===== src/rtl/assert_macros.svh =====
// assertion macros shared by the rtl
// no dependencies; the bodies are empty when SYNTHESIS is defined
`ifndef ASSERT_MACROS_SVH
`define ASSERT_MACROS_SVH
`ifndef SYNTHESIS
// same-cycle implication
`define ASSERT_IMP(lbl, clk, rstn, ante, cons, msg) \
  lbl: assert property (@(posedge clk) disable iff (!rstn) (ante) |-> (cons)) \
    else $error(msg);
// next-cycle implication
`define ASSERT_NEXT(lbl, clk, rstn, ante, cons, msg) \
  lbl: assert property (@(posedge clk) disable iff (!rstn) (ante) |=> (cons)) \
    else $error(msg);
`else
`define ASSERT_IMP(lbl, clk, rstn, ante, cons, msg)
`define ASSERT_NEXT(lbl, clk, rstn, ante, cons, msg)
`endif
`endif


===== src/rtl/gbns_pkg.sv =====
// types, codes and control store for the go-back-n sender
// no dependencies
`timescale 1ns / 1ps
package gbns_pkg;

  typedef enum logic [1:0] {
    MODE_SEND    = 2'd0,
    MODE_ACK     = 2'd1,
    MODE_TIMEOUT = 2'd2
  } mode_e;

  typedef enum logic [1:0] {
    KIND_TX      = 2'd0,
    KIND_REFUSED = 2'd1,
    KIND_ACK     = 2'd2,
    KIND_EMPTY   = 2'd3
  } kind_e;

  typedef enum logic [1:0] {
    TMR_NONE  = 2'd0,
    TMR_STOP  = 2'd1,
    TMR_START = 2'd2
  } tmr_e;

  typedef enum logic [2:0] {
    OP_FETCH    = 3'd0,
    OP_SEND     = 3'd1,
    OP_ACK      = 3'd2,
    OP_GB_SETUP = 3'd3,
    OP_GB_EMIT  = 3'd4
  } op_e;

  typedef enum logic [2:0] {
    BR_DISPATCH = 3'd0,
    BR_GOTO     = 3'd1,
    BR_IF_GOOD  = 3'd2,
    BR_IF_EMPTY = 3'd3,
    BR_LOOP     = 3'd4
  } br_e;

  localparam int StepW = 3;

  localparam logic [StepW-1:0] STEP_FETCH    = 3'd0;
  localparam logic [StepW-1:0] STEP_SEND     = 3'd1;
  localparam logic [StepW-1:0] STEP_ACK      = 3'd2;
  localparam logic [StepW-1:0] STEP_GB_SETUP = 3'd3;
  localparam logic [StepW-1:0] STEP_GB_EMIT  = 3'd4;

  localparam int InDataW  = 40;
  localparam int OutDataW = 48;

  typedef struct packed {
    logic             ready;
    op_e              op;
    br_e              br;
    logic [StepW-1:0] target;
  } uword_t;

  function automatic uword_t ucode(input logic [StepW-1:0] step);
    uword_t w;
    w = '{ready: 1'b1, op: OP_FETCH, br: BR_DISPATCH, target: STEP_FETCH};
    case (step)
      STEP_FETCH:    w = '{ready: 1'b1, op: OP_FETCH, br: BR_DISPATCH, target: STEP_FETCH};
      STEP_SEND:     w = '{ready: 1'b0, op: OP_SEND, br: BR_GOTO, target: STEP_FETCH};
      STEP_ACK:      w = '{ready: 1'b0, op: OP_ACK, br: BR_IF_GOOD, target: STEP_GB_SETUP};
      STEP_GB_SETUP: w = '{ready: 1'b0, op: OP_GB_SETUP, br: BR_IF_EMPTY,
                           target: STEP_GB_EMIT};
      STEP_GB_EMIT:  w = '{ready: 1'b0, op: OP_GB_EMIT, br: BR_LOOP, target: STEP_FETCH};
      default:       w = '{ready: 1'b1, op: OP_FETCH, br: BR_DISPATCH, target: STEP_FETCH};
    endcase
    return w;
  endfunction

endpackage


===== src/rtl/go_back_n_sender.sv =====
// go-back-n sender: send, ack and timeout items in, transmit and status words out
// a send or ack item is captured at accept; its word is then registered by its send or ack step, which waits on a stall
// a new item is taken only in the fetch step, once the send, ack or resend steps of the last item are done
// retransmission rate is one frame per cycle while the output is not stalled, set by the single frame store read port
// reset clears the window counters, the sequencer and the output valid; store is not cleared
// depends on gbns_pkg and assert_macros.svh; SEQ_SPACE must be a power of two, not enforced by the block
`timescale 1ns / 1ps
`include "assert_macros.svh"
module go_back_n_sender #(
  parameter int SEQ_SPACE    = 8,
  parameter int PAYLOAD_BITS = 32
) (
  input  logic                         clk_i,
  input  logic                         rst_ni,
  input  logic                         s_axis_tvalid,
  output logic                         s_axis_tready,
  // payload[31:0], ack_num[34:32], ack_checksum_ok[35], zero pad
  input  logic [gbns_pkg::InDataW-1:0] s_axis_tdata,
  // mode[1:0]
  input  logic [1:0]                   s_axis_tuser,
  output logic                         m_axis_tvalid,
  input  logic                         m_axis_tready,
  // seq_num[2:0], frame_payload[34:3], is_retransmit[35], timer_cmd[37:36],
  // timer_seq[40:38], window_base[43:41], window_full[44], zero pad
  output logic [gbns_pkg::OutDataW-1:0] m_axis_tdata,
  // kind[1:0]
  output logic [1:0]                   m_axis_tuser,
  // is_last
  output logic                         m_axis_tlast
);
  import gbns_pkg::*;

  localparam int SeqW = $clog2(SEQ_SPACE);
  localparam int Win  = SEQ_SPACE / 2;
  localparam logic [SeqW-1:0] WinV = SeqW'(Win);

  logic [PAYLOAD_BITS-1:0] mem [SEQ_SPACE];

  logic [StepW-1:0]        step_q, step_d;
  logic [SeqW-1:0]         base_q, base_d, next_q, next_d, cnt_q, cnt_d, idx_q, idx_d;
  logic [PAYLOAD_BITS-1:0] pay_q, rd_data_q;
  logic [2:0]              ack_raw_q;
  logic                    ok_q;
  logic                    out_valid_q;
  logic [OutDataW-1:0]     out_data_q, out_data_d;
  kind_e                   out_kind_q, out_kind_d;
  logic                    out_last_q, out_last_d;

  uword_t                  uw;
  logic                    accept, can_emit, adv, emit, wr_en, ack_good, gb_last;
  logic                    mode_known;
  logic [SeqW-1:0]         ack_w, ack_ofs, rel, rd_addr, cur_seq;
  kind_e                   o_kind;
  logic [SeqW-1:0]         o_seq, o_tseq;
  logic [PAYLOAD_BITS-1:0] o_pay;
  logic                    o_retx;
  tmr_e                    o_tcmd;

  assign uw       = ucode(step_q);
  assign accept   = uw.ready && s_axis_tvalid;
  assign can_emit = !out_valid_q || m_axis_tready;
  assign mode_known = (s_axis_tuser == MODE_SEND) || (s_axis_tuser == MODE_ACK) ||
                      (s_axis_tuser == MODE_TIMEOUT);

  assign ack_w    = SeqW'(ack_raw_q);
  assign ack_ofs  = ack_w - base_q;
  assign ack_good = ok_q && (cnt_q != '0) && (ack_ofs < WinV);
  assign rel      = (ack_ofs >= cnt_q) ? cnt_q : ack_ofs + 1'b1;
  assign cur_seq  = base_q + idx_q;
  assign gb_last  = (idx_q + 1'b1) == cnt_q;

  // sequencer: advance and branch
  always_comb begin
    adv    = 1'b0;
    emit   = 1'b0;
    step_d = step_q;
    case (uw.op)
      OP_FETCH: begin
        adv = s_axis_tvalid;
      end
      OP_SEND, OP_GB_EMIT: begin
        adv  = can_emit;
        emit = can_emit;
      end
      OP_ACK: begin
        adv  = ack_good ? can_emit : 1'b1;
        emit = ack_good && can_emit;
      end
      OP_GB_SETUP: begin
        adv  = (cnt_q == '0) ? can_emit : 1'b1;
        emit = (cnt_q == '0) && can_emit;
      end
      default: begin
        adv = 1'b0;
      end
    endcase
    if (adv) begin
      case (uw.br)
        BR_DISPATCH: begin
          case (s_axis_tuser)
            MODE_SEND:    step_d = STEP_SEND;
            MODE_ACK:     step_d = STEP_ACK;
            MODE_TIMEOUT: step_d = STEP_GB_SETUP;
            default:      step_d = STEP_FETCH;
          endcase
        end
        BR_GOTO:     step_d = uw.target;
        BR_IF_GOOD:  step_d = ack_good ? STEP_FETCH : uw.target;
        BR_IF_EMPTY: step_d = (cnt_q == '0) ? STEP_FETCH : uw.target;
        BR_LOOP:     step_d = gb_last ? STEP_FETCH : step_q;
        default:     step_d = STEP_FETCH;
      endcase
    end
  end

  // datapath
  always_comb begin
    base_d = base_q;
    next_d = next_q;
    cnt_d  = cnt_q;
    idx_d  = idx_q;
    wr_en  = 1'b0;
    o_kind = KIND_TX;
    o_seq  = '0;
    o_pay  = '0;
    o_retx = 1'b0;
    o_tcmd = TMR_NONE;
    o_tseq = '0;
    case (uw.op)
      OP_SEND: begin
        if (cnt_q >= WinV) begin
          o_kind = KIND_REFUSED;
        end else begin
          wr_en  = adv;
          o_seq  = next_q;
          o_pay  = pay_q;
          if (cnt_q == '0) begin
            o_tcmd = TMR_START;
            o_tseq = next_q;
          end
          if (adv) begin
            next_d = next_q + 1'b1;
            cnt_d  = cnt_q + 1'b1;
          end
        end
      end
      OP_ACK: begin
        o_kind = KIND_ACK;
        if (ack_good) begin
          o_seq = ack_w;
          if (cnt_q != rel) begin
            o_tcmd = TMR_START;
            o_tseq = base_q + rel;
          end else begin
            o_tcmd = TMR_STOP;
            o_tseq = base_q;
          end
          if (adv) begin
            base_d = base_q + rel;
            cnt_d  = cnt_q - rel;
          end
        end
      end
      OP_GB_SETUP: begin
        o_kind = KIND_EMPTY;
        idx_d  = '0;
      end
      OP_GB_EMIT: begin
        o_seq  = cur_seq;
        o_pay  = rd_data_q;
        o_retx = 1'b1;
        if (gb_last) begin
          o_tcmd = TMR_START;
          o_tseq = base_q;
        end
        if (adv) begin
          idx_d = idx_q + 1'b1;
        end
      end
      default: begin
        o_kind = KIND_TX;
      end
    endcase
  end

  assign rd_addr = base_q + idx_d;

  always_comb begin
    out_data_d          = '0;
    out_data_d[2:0]     = 3'(o_seq);
    out_data_d[34:3]    = 32'(o_pay);
    out_data_d[35]      = o_retx;
    out_data_d[37:36]   = o_tcmd;
    out_data_d[40:38]   = 3'(o_tseq);
    out_data_d[43:41]   = 3'(base_d);
    out_data_d[44]      = (cnt_d == WinV);
    out_kind_d          = o_kind;
    out_last_d          = (uw.op != OP_GB_EMIT) || gb_last;
  end

  always_ff @(posedge clk_i or negedge rst_ni) begin
    if (!rst_ni) begin
      step_q      <= STEP_FETCH;
      base_q      <= '0;
      next_q      <= '0;
      cnt_q       <= '0;
      idx_q       <= '0;
      out_valid_q <= 1'b0;
    end else begin
      step_q <= step_d;
      base_q <= base_d;
      next_q <= next_d;
      cnt_q  <= cnt_d;
      idx_q  <= idx_d;
      if (emit) begin
        out_valid_q <= 1'b1;
      end else if (m_axis_tready) begin
        out_valid_q <= 1'b0;
      end
    end
  end

  always_ff @(posedge clk_i) begin
    if (accept) begin
      pay_q     <= PAYLOAD_BITS'(s_axis_tdata[31:0]);
      ack_raw_q <= s_axis_tdata[34:32];
      ok_q      <= s_axis_tdata[35];
    end
    if (emit) begin
      out_data_q <= out_data_d;
      out_kind_q <= out_kind_d;
      out_last_q <= out_last_d;
    end
  end

  // frame store
  always_ff @(posedge clk_i) begin
    if (wr_en) begin
      mem[next_q] <= pay_q;
    end
    rd_data_q <= mem[rd_addr];
  end

  assign s_axis_tready = uw.ready;
  assign m_axis_tvalid = out_valid_q;
  assign m_axis_tdata  = out_data_q;
  assign m_axis_tuser  = out_kind_q;
  assign m_axis_tlast  = out_last_q;

  `ASSERT_IMP(cnt_in_window_a, clk_i, rst_ni, 1'b1, cnt_q <= WinV, "count beyond window")
  `ASSERT_IMP(window_span_a, clk_i, rst_ni, 1'b1, next_q - base_q == cnt_q, "window span broken")
  `ASSERT_IMP(gb_index_a, clk_i, rst_ni, step_q == STEP_GB_EMIT, idx_q < cnt_q, "bad resend index")
  `ASSERT_NEXT(dispatch_a, clk_i, rst_ni, accept && mode_known, step_q != STEP_FETCH, "not dispatched")

endmodule

===== config.mk =====
export PLATFORM = sky130hd
export DESIGN_NAME = go_back_n_sender
export DESIGN_NICKNAME = d
export VERILOG_FILES = /design/src/rtl/gbns_pkg.sv /design/src/rtl/go_back_n_sender.sv
export VERILOG_INCLUDE_DIRS = /design/src /design/src/rtl
export SDC_FILE = /design/constraint.sdc
export NUM_CORES = 1
export LEC_CHECK = 0
export ABC_AREA = 1
export BUFFER_PORTS_ARGS = -buffer_cell sky130_fd_sc_hd__buf_2
export CAP_MARGIN = 5
export CORE_MARGIN = 2
export CORE_UTILIZATION = 55
export DETAILED_ROUTE_END_ITERATION = 8
export PLACE_DENSITY = 0.73
export SETUP_SLACK_MARGIN = 0.05
export SYNTH_ARGS = -nofsm -noshare
export SYNTH_HDL_FRONTEND = slang
export SYNTH_SLANG_ARGS = --single-unit

===== constraint.sdc =====
create_clock -name clk_i -period 6.2 [get_ports clk_i]
set_input_delay 1.24 -clock clk_i [delete_from_list [all_inputs] [get_ports clk_i]]
set_output_delay 1.24 -clock clk_i [all_outputs]
set_load 0.05 [all_outputs]

==> flow_summary.ini <==
[clock_tree]
clock_path_buffers = 3
cts_tree = done
path_clk_slew_ns = 0.06
root_buffer = clkbuf_16
h-tree-depth = 2
clk_latency_ns = 0.54
numCtsBuffers = 40
cts_hold_buf = 0
cts_resized = 0
cts_setup_buffers = 0
cts_num_sinks = 388

[global_route]
grt_pass1_wl_um = 48100
grt_pass1_vias = 8743
overflow = 0
antenna_found_initial = 0
track_usage = 0.219
grt_start_max_net_pins = 73

[critical_path]
path_cells = ha_1 > inv_1 > fa_1 > inv_2 > nand2_1 > nand2_1 > nand2_1 > nand3_2 > nand2_2 > nand2_4 > nand2_1 > o21ai_0 > ha_4 > inv_2 > buf_12 > o21ai_0 > o22ai_1 > nand3_1 > nand2_1
crit_slowest_cell = inv_2
arrival_ns = 5.16
crit_top_cell = nand2_1
endpoint_kind = register
path_depth = 19
crit_required_ns = 6.68
crit_family = buffers and inverters
rr_worst_depth = 19
startpoint_type = register
max_stage_delay_ns = 0.79
crit_type = register to register
crit_buf_inv = 4
critPathMaxFanout = 72

[timing]
timing.final.crit_share = 0.756
rsz0062_at_grt = no
drv_slew = 0
finalHoldViolCount = 0
fmax_ghz = 0.213
whs_ns = 0.531
slew_headroom = 0.204
skew_ns = 0.0204
fin_setup_tns_ns = 0
fin_crit_ns = 4.69
finalSetupViolations = 0
tightest_slew_ns = 1.19

[placement]
dpl.hpwl_um = 16000
dp.cells = 1530
routabilityCongestion = 0.829
placement.cell_area_sq_mm = 0.0159
port_buffers = 91

[detailed_routing]
drt-total-wl_um = 31100
via_per_inst = 5.75
first_pass_iters = 5
drt_drc_violations_left = 0
post_drt_wl_per_cell_um = 19.4
postRouteAntennaNets = 0
dr.first_iter.drc_count = 921
vias = 9223

[floorplanning]
core_area_sq_mm = 0.0270
die_h_um = 170
dieArea_sq_mm = 0.0288
dieWidth_um = 170
start_util = 0.561
ios = 99
rows = 60

[synth]
synth_top_area_frac = 0.675
synth-seq-area-share = 0.744
syn_inst = 1142
synthDistinctLibCells = 37
yosysWarnings = 0
synth_edf_count = 340
synthArstFlopShare = 0.0412
yosys-top-cells-area = edfxtp_1 68%, o21ai_0 4.7%, dfxtp_1 4.2%, nor2_1 3.7%, nand2_1 3.4%
synth_area_sq_mm = 0.0151
ys.flop_type = edfxtp_1
synth_top_area_cell = edfxtp_1
synth-seq-cells = 388
postSynthAreaPerCell_sq_um = 13.2

[finish]
area.growth.synth_to_final_pct = 14.1
drive_gt1_frac = 0.160
final_cells = 1604
fillCellCount = 1935
diodes = 0
fin_area_sq_mm = 0.0173
final_nets = 1299

[run]
drv_cap = 0

[hold_path]
hold_depth = 1
min_path_type = register to register

[run_status]
status = completed
[cells in the mapped netlist, drive strengths merged, types with 5 or more instances]
| library cell | count |
|---|---|
| o22ai | 64 |
| o21ai | 142 |
| fa | 5 |
| a22o | 32 |
| nand3 | 61 |
| nand2 | 141 |
| edfxtp | 340 |
| buf | 15 |
| ha | 17 |
| nor2 | 153 |
| dfrtp | 16 |
| clkbuf | 47 |
| xor2 | 5 |
| inv | 46 |
| dfxtp | 32 |
[registers in the layout (all words and copies together), names as in the netlist]
register / count
m_axis_tvalid: 1
ok_q: 1
step_q: 3
ack_raw_q: 3
m_axis_tdata: 45
pay_q: 32
m_axis_tuser: 2
cnt_q: 3
next_q: 3
idx_q: 3
m_axis_tlast: 1
rd_data_q: 32
mem: 256
base_q: 3
[final timing paths]
check                              from  slack, ns              end
setup / recovery              base_q[0]       1.51     rd_data_q[0]
hold / removal             rd_data_q[2]       0.53  m_axis_tdata[5]
setup reg to reg              base_q[0]       1.51     rd_data_q[0]
hold reg to reg            rd_data_q[2]       0.53  m_axis_tdata[5]
max in group asynchronous        rst_ni       5.24        step_q[0]
min in group asynchronous        rst_ni       0.64        step_q[2]
[per-stage QoR]
stage	setup WS, ns	util
6_report	1.51	0.640
3_3_place_gp	1.63	0.592
5_1_grt	1.14	0.640
2_1_floorplan	0.670	-
4_1_cts	1.61	0.640
3_5_place_dp	1.60	0.592
[layout by cell type (no fill, tap or decap), types with 2 or more instances in the layout]
cell,instances
nor2_4,9
xor2_1,5
a21oi_1,4
nor2_1,142
nand3_2,6
clkbuf_8,3
ha_1,16
nand2_2,3
conb_1,3
o22ai_1,64
clkinv_1,9
o21ai_0,141
nand2_4,3
buf_2,91
nand4_1,2
inv_1,37
nor2_2,2
dfxtp_1,32
bufinv_16,4
dfrtp_1,16
edfxtp_1,340
nand3_1,55
clkbuf_1,9
nand2_1,135
xnor2_1,4
clkbuf_16,40
fa_1,5
buf_4,15
inv_2,9
a22o_1,32
clkinv_2,6
nand3b_1,4
nor3_2,2
o221ai_1,2
[worst register-to-register path, stage by stage, from the launching register on]
cell and delay (ns):
dfrtp_1 0.56, ha_1 0.21, inv_1 0.05, fa_1 0.42, inv_2 0.08, nand2_1 0.06, nand2_1 0.08, nand2_1 0.08
nand3_2 0.16, nand2_2 0.11, nand2_4 0.15, nand2_1 0.10, o21ai_0 0.34, ha_4 0.42, inv_2 0.81, buf_12 0.39
o21ai_0 0.23, o22ai_1 0.17, nand3_1 0.12, nand2_1 0.10
[cell families (layout without fill, tap and decap cells)]
group | Yosys count | after routing | share of synthesized area
xor gates and xnor gates | 9 | 9 | 0.00521
DFF | 388 | 388 | 0.744
adders and majority gates | 22 | 22 | 0.0207
other | 1 | 3 | 0.000248
buffers and inverters | 109 | 228 | 0.0301
AOI/OAI and AO/OA | 247 | 247 | 0.0960
muxes | 1 | 1 | 0.000745
and+or+nand+nor | 365 | 365 | 0.103
[metal layers]
metal | GRT usage | share of wire | vias to the layer above
li1 | - | - | 4328
met1 | 0.306 | 0.42 | 4490
met2 | 0.352 | 0.48 | 341
met3 | 0.0378 | 0.075 | 64
met4 | 0.0751 | 0.022 | 0
met5 | 0 | 0 | -
[area by class of cell]
class / count / area, sq um / area share
clock buffer: 52 / 1080 / 0.0624
tap: 341 / 427 / 0.0247
sequential: 388 / 11300 / 0.652
timing repair buffer: 107 / 588 / 0.0341
clock inverter: 22 / 233 / 0.0135
inverter: 47 / 176 / 0.0102
multi-input combinational: 647 / 3500 / 0.203
Power is not shown: default switching activity piles up to over one toggle a cycle in this logic, so the estimate is an artifact.
